--- config.mk ---
export PLATFORM = sky130hd
export DESIGN_NAME = cht_front
export DESIGN_NICKNAME = d
export VERILOG_FILES = /design/src/rtl/core/chained_hash_table_engine_assert.svh /design/src/rtl/core/cht_pkg.sv /design/src/rtl/core/cht_front.sv
export SDC_FILE = /design/constraint.sdc
export NUM_CORES = 1
export LEC_CHECK = 0
export ABC_AREA = 0
export BUFFER_PORTS_ARGS = -buffer_cell sky130_fd_sc_hd__buf_4
export CORE_UTILIZATION = 35
export CTS_BUF_LIST = sky130_fd_sc_hd__clkbuf_4
export DETAILED_ROUTE_END_ITERATION = 12
export GPL_TIMING_DRIVEN = 0
export PLACE_DENSITY = 0.65
export SLEW_MARGIN = 20
export SYNTH_ARGS = -nofsm -noshare
export SYNTH_HDL_FRONTEND = slang
export SYNTH_SLANG_ARGS = --single-unit
--- constraint.sdc ---
create_clock -name clk -period 6.7 [get_ports clk]
set_clock_uncertainty 0.05 [all_clocks]
set_input_delay 0.335 -clock clk [delete_from_list [all_inputs] [get_ports clk]]
set_output_delay 0.335 -clock clk [all_outputs]
set_load 0.02 [all_outputs]
--- src/rtl/core/chained_hash_table_engine_assert.svh ---
// Assertion macros for the chained hash table engine.
// Included by the top level; no other dependencies.
`ifndef CHAINED_HASH_TABLE_ENGINE_ASSERT_SVH
`define CHAINED_HASH_TABLE_ENGINE_ASSERT_SVH

// cond must never hold outside reset
`define CHT_ASSERT_NEVER(label, cond, msg) \
  label: assert property (@(posedge clk) disable iff (!rst_n) !(cond)) else $error(msg);

// a at one edge implies b at the next
`define CHT_ASSERT_NEXT(label, a, b, msg) \
  label: assert property (@(posedge clk) (a) |=> (b)) else $error(msg);

`endif

--- src/rtl/core/cht_pkg.sv ---
// Shared types and constants for the chained hash table engine.
// No dependencies.
package cht_pkg;

  localparam int CFG_W = 11;

  localparam logic [2:0] CMD_ADD     = 3'd0;
  localparam logic [2:0] CMD_GET_KEY = 3'd1;
  localparam logic [2:0] CMD_DEL_KEY = 3'd2;
  localparam logic [2:0] CMD_GET_H   = 3'd3;
  localparam logic [2:0] CMD_DEL_H   = 3'd4;

  localparam logic [1:0] STAT_OK   = 2'd0;
  localparam logic [1:0] STAT_MISS = 2'd1;
  localparam logic [1:0] STAT_FULL = 2'd2;

  typedef struct packed {
    logic [2:0]  cmd;
    logic [31:0] hash;
    logic [63:0] payload;
  } op_t;

  typedef enum logic [3:0] {
    ST_CLEAR, ST_IDLE, ST_DIV, ST_HEAD, ST_ADD, ST_FIRST, ST_CHECK, ST_FREE, ST_DONE
  } state_t;

endpackage

--- src/rtl/core/cht_front.sv ---
// Front end: hash accumulation over key bytes and a two-entry op queue.
// Depends on cht_pkg.
module cht_front (
  input  logic             clk,
  input  logic             rst_n,
  input  logic             busy,
  input  logic             in_valid,
  output logic             in_ready,
  input  logic [2:0]       in_cmd,
  input  logic [7:0]       in_key_byte,
  input  logic             in_byte_valid,
  input  logic             in_key_last,
  input  logic [31:0]      in_hash_value,
  input  logic [63:0]      in_payload_in,
  output logic             q_valid,
  input  logic             q_ready,
  output cht_pkg::op_t     q_op,
  output logic [1:0]       q_count
);
  import cht_pkg::*;

  logic [31:0] acc_r, acc_nxt, acc_upd;
  op_t         q_mem_r [2];
  logic        wp_r, rp_r;
  logic [1:0]  cnt_r;
  logic        acc_fire, push, pop;
  op_t         new_op;

  assign in_ready = !busy && (cnt_r != 2'd2);
  assign acc_fire = in_valid && in_ready;
  assign q_valid  = (cnt_r != 2'd0);
  assign q_op     = q_mem_r[rp_r];
  assign q_count  = cnt_r;
  assign pop      = q_valid && q_ready;

  always_comb begin
    acc_upd = acc_r;
    if (in_byte_valid)
      acc_upd = (acc_r << 5) - acc_r + {{24{in_key_byte[7]}}, in_key_byte};
    acc_nxt = acc_r;
    push    = 1'b0;
    new_op.cmd     = in_cmd;
    new_op.hash    = (in_cmd >= CMD_GET_H) ? in_hash_value : acc_upd;
    new_op.payload = in_payload_in;
    if (acc_fire) begin
      acc_nxt = in_key_last ? 32'd0 : acc_upd;
      push    = in_key_last && (in_cmd <= CMD_DEL_H);
    end
  end

  always_ff @(posedge clk) begin
    if (!rst_n) begin
      acc_r <= 32'd0;
      wp_r  <= 1'b0;
      rp_r  <= 1'b0;
      cnt_r <= 2'd0;
    end else begin
      acc_r <= acc_nxt;
      if (push) wp_r <= ~wp_r;
      if (pop)  rp_r <= ~rp_r;
      cnt_r <= cnt_r + {1'b0, push} - {1'b0, pop};
    end
  end

  always_ff @(posedge clk) begin
    if (push) q_mem_r[wp_r] <= new_op;
  end

endmodule

# Word-level counts from Yosys, hierarchy flattened
# Memory sizes are Yosys's and may differ from the RTL's. A register that Yosys moved wholly into a read port is not among the register bits.
# Index checks and enable logic that the tools add are counted.
# totals
regBits,36
ramBits,198
input_bits,114
elab_cells,28
memories,1
# op_classes
addsub,4
order_cmp,2
n_eq_ne,1
n_mux,8
bitwise_logic,2
n_reduce_logical,6
# memory_table
name,words,word_bits,read_ports,rd_ports_with_merged_regs,wr,line,rtl
q_mem_r,2,99,1,1,1,cht_front.sv:23,op_t q_mem_r [2];
# op_table
cell,count
$mux 32,3
$add 32x32->32,1
$sub 32x32->32,1
$mux 1,5
$logic_and 1x1->1,4
$ge 3x2->1 const B,1
$le 3x3->1 const B,1
$add 2x1->2,1
$ne 2x2->1 const B,1
$not 1->1,2
$reduce_bool 2->1,1
$sub 2x1->2,1
$logic_not 1->1,1

# Logic depth before layout (Yosys ltp)
# logic_depth
ltp_word,6
mapped_depth,14

# Least setup slack after synthesis
# No wires, ideal clock.
# synth_path
path_kind,register to register
start,reg cnt_r[0] (netlist: q_count[0])
end,"mem q_mem_r[0][0] (netlist name), enable pin"
arrival_time_ps,5492
path_slack_ps,599
stages_incl_launch_ff,6
period_less_slack_ps,6101
path_cell_list,dfxtp_1 inv_1 a21oi_1 and2_1 nand3_1 nor2_1
# synth_via
elab_chain_len,6
# synth_rtl
element,line,rtl
start: declaration,cht_front.sv:25,logic [1:0] cnt_r;
start signal: assignment,cht_front.sv:61,"cnt_r <= cnt_r + {1'b0, push} - {1'b0, pop};"
$ne 2x2->1,cht_front.sv:29,assign in_ready = !busy && (cnt_r != 2'd2);
$logic_and 1x1->1,cht_front.sv:29,
via in_ready,cht_front.sv:8,"output logic in_ready,"
$logic_and 1x1->1,cht_front.sv:30,assign acc_fire = in_valid && in_ready;
$mux 1,cht_front.sv:45,if (acc_fire) begin
$mux 1,cht_front.sv:66,if (push) q_mem_r[wp_r] <= new_op;
$mux 1 (implied by the code),cht_front.sv:66,
end: declaration,cht_front.sv:23,
# The timed path passes the listed nets, and every way through them passes these cells.

==> results.cfg <==
[run_status]
status = completed

[placement]
place_congestion = 0.804
port_buffers = 216
placed_area_um2 = 14000
dp_hpwl_mm = 22.0

[critical_path]
worstPathRequired_ps = 7060
cp_num_cells = 12
endpoint_kind = register
cp_common_cell = inv_1
r2r-start = acc_r[11]$_SDFFE_PN0P_
path_cells = inv_1, fa_1, inv_1, ha_1, nand2_1, nor2_1, nand3_1, o31ai_1, a21oi_2, o311ai_2, xor2_1, a221o_1
crit_end = q_mem_r[0][89]$_DFFE_PP_
crit_fanout = 6
start_kind = register
slowest_delay_ps = 550
cp_num_buf_inv = 2
r2r_end = q_mem_r[0][89]$_DFFE_PP_
critPathKind = reg -> reg
slowest_stage = o31ai_1
r2r_slack_ps = 2890
critical_path.startpoint = acc_r[11]$_SDFFE_PN0P_
rr_worst_depth = 12
cp.arrival_ps = 4170
cp_top_family = compound AO/OA/AOI/OAI gates

[clock_tree]
cts_tree = yes
clk_pin_slew_worst_paths_ps = 70
clk_latency_ps = 660
cts_buffers = 55
cts-root-buf = clkbuf_4
htreeDepth = 2
postCtsSetupBuffers = 0
cts_max_path_buffers = 3
cts.sinks = 235

[detailed_routing]
num_vias = 8343
drt-total-wl_mm = 29.5
first_pass_iters = 5
first_iter_violations = 346
wl_per_cell_um = 16.8
avgViaCountPerCell = 4.75
antenna_left = 0
remaining_drc_errors = 0

[logic_synthesis]
synth_top_area_share_pct = 51.5
yosys.area.top_type = edfxtp_1
netlist-cell-type-count = 53
synth_area_um2 = 11500
synth_fp_nets = 1066
yosys_most_used_dff = edfxtp_1
yosysWarnings = 0
synthTopCellsByArea = edfxtp_1 51%, mux2_2 9.7%, dfxtp_1 6.4%
avgSynthCellArea_um2 = 13.0
syn_inst = 888
seq_area_frac_synth_pct = 57.9
ys_ff_latch = 235
synthArstFlopShare_pct = 0
synth-edff-count = 198

[sta]
rsz0062_at_grt = false
hold_ws_ps = 99.9
fin_crit_sh_pct = 56.9
setup_viol = 0
hold_viol_final = 0
slew_viol_final = 0
fmax_mhz = 262
layout_min_cycle_time_ps = 3810
worst_slew_pin_slew_ps = 716
relSlewSlack_pct = 52.2

[final_layout]
syn_to_final_growth_pct = 36.1
multi_input_area_um2 = 4390
final-seq-area_um2 = 6690
final_area_um2 = 15700
drive_above_1_share_pct = 32.6
final_common_cell = buf_4
nets = 1449
final_cell_mix = 216 x buf_4, 198 x edfxtp_1, 99 x mux2_2, 99 x dlygate4sd3_1, 89 x inv_1
fill_cells = 2904

[floorplanning]
core-area_um2 = 32500
placementRows = 66
dieArea_um2 = 33700
io_pins = 217
initial_core_util_pct = 35.5
fp.dieH_um = 184
die_w_um = 184

[run]
drv_cap = 0

[grt]
grt_max_degree = 24
grt_use_total_pct = 17.4
grt_pass1_vias = 8693
grt_first_pass_wirelength_mm = 45.4
grt_overflow = 0
antenna_found_initial = 2

[pwr]
total_power_mw = 4.40
power_density_nw_per_um2 = 280
p_leak_nw = 6.13
vdd_ir_drop_max_uv = 100

[min_path]
hp-class = in -> reg
==> worst min path at each step <==
stage	from	to	slack, ps	cells after the start
floorplan	in_payload_in[0]	q_mem_r[0][0]$_DFFE_PP_	380	0
global placement	acc_r[31]$_SDFFE_PN0P_	acc_r[31]$_SDFFE_PN0P_	430	2
detailed placement	acc_r[31]$_SDFFE_PN0P_	acc_r[31]$_SDFFE_PN0P_	430	2
CTS	in_hash_value[17]	q_mem_r[0][81]$_DFFE_PP_	2	3
global route	in_hash_value[17]	q_mem_r[0][81]$_DFFE_PP_	40	3
finish	in_hash_value[17]	q_mem_r[0][81]$_DFFE_PP_	100	3
==> metrics by stage <==
stage | utilization, % | setup TNS, ps | worst slack, ps | instances
3_5_place_dp | 43.1 | 0 | 2650 | 1557
5_1_grt | 48.3 | 0 | 2700 | 1758
3_3_place_gp | 42.2 | -382680 | -1950 | 1546
6_report | 48.3 | 0 | 2890 | 1758
4_1_cts | 48.3 | 0 | 2910 | 1756
2_1_floorplan | - | 0 | 599 | 888
==> where the power goes <==
group	leakage, nW	switching [mW]	internal, mW
logic	3.62	0.894	0.702
clock network	0.417	0.540	0.587
registers	2.09	0.0248	1.65
==> cell type report <==
cell class / count / area share, %
diodes: 2 / 0.0318
plain buffers: 39 / 0.979
clock buffers: 80 / 3.82
clock inverters: 20 / 0.661
inverters: 90 / 2.15
multi-input cells: 524 / 27.9
flip-flops and latches: 235 / 42.5
well taps: 442 / 3.52
repair buffers: 326 / 18.4
==> synth_stat cells, types with 4 or more instances <==
master	instances
clkbuf_1	30
nand4_1	9
ha_1	37
a221o_1	7
a211oi_1	4
o21a_1	6
and2_1	11
o21ai_0	53
xnor2_1	16
a22oi_1	9
xor2_1	15
a22o_1	17
a31oi_1	4
inv_1	90
nor3b_1	6
a21o_1	8
buf_2	6
fa_1	27
nand3_1	5
nor3_1	5
dfxtp_1	37
edfxtp_1	198
a21oi_1	47
mux2i_1	12
nor2b_1	15
nand2_1	52
mux2_2	99
nor2_1	26
o21bai_1	4
==> flip-flops by register name (all words and copies together) (netlist names), named ones only <==
| name | flops |
|---|---|
| q_mem_r | 198 |
| acc_r | 32 |
| q_count | 2 |
| rp_r | 1 |
| wp_r | 1 |
==> worst register-to-register path: stages (launching register included) <==
cell and delay, ps:
dfxtp_1 450, inv_1 90, fa_1 510, inv_1 40, ha_1 390, nand2_1 150
nor2_1 190, nand3_1 90, o31ai_1 550, a21oi_2 180, o311ai_2 320, xor2_1 180
a221o_1 360
==> cells by family after synthesis <==
logic type / share of synthesized area, %
XOR/XNOR: 2.35
AND/OR/NAND/NOR: 5.59
multiplexers: 10.7
flip-flops: 57.9
buffers and inverters: 4.26
adder cells (fa/ha/maj): 8.69
AO/OA/AOI/OAI: 10.5
==> routing by layer <==
layer	up-vias	share of wire (%)	GRT usage [%]
met5	-	0	0
met4	0	3.1	7.40
met3	58	6.1	3.70
met2	246	51	31.8
met1	4011	39	19.4
li1	4028	-	-
==> timing repair <==
| action | 4_1_cts | 5_1_grt |
|---|---|---|
| hold endpoints to repair | 199 | 0 |
| gates resized for setup | 0 | 0 |
| hold buffers | 99 | 0 |
| endpoints found under the setup margin | 0 | 0 |
No activity file was read; power rests on OpenSTA's default activity.
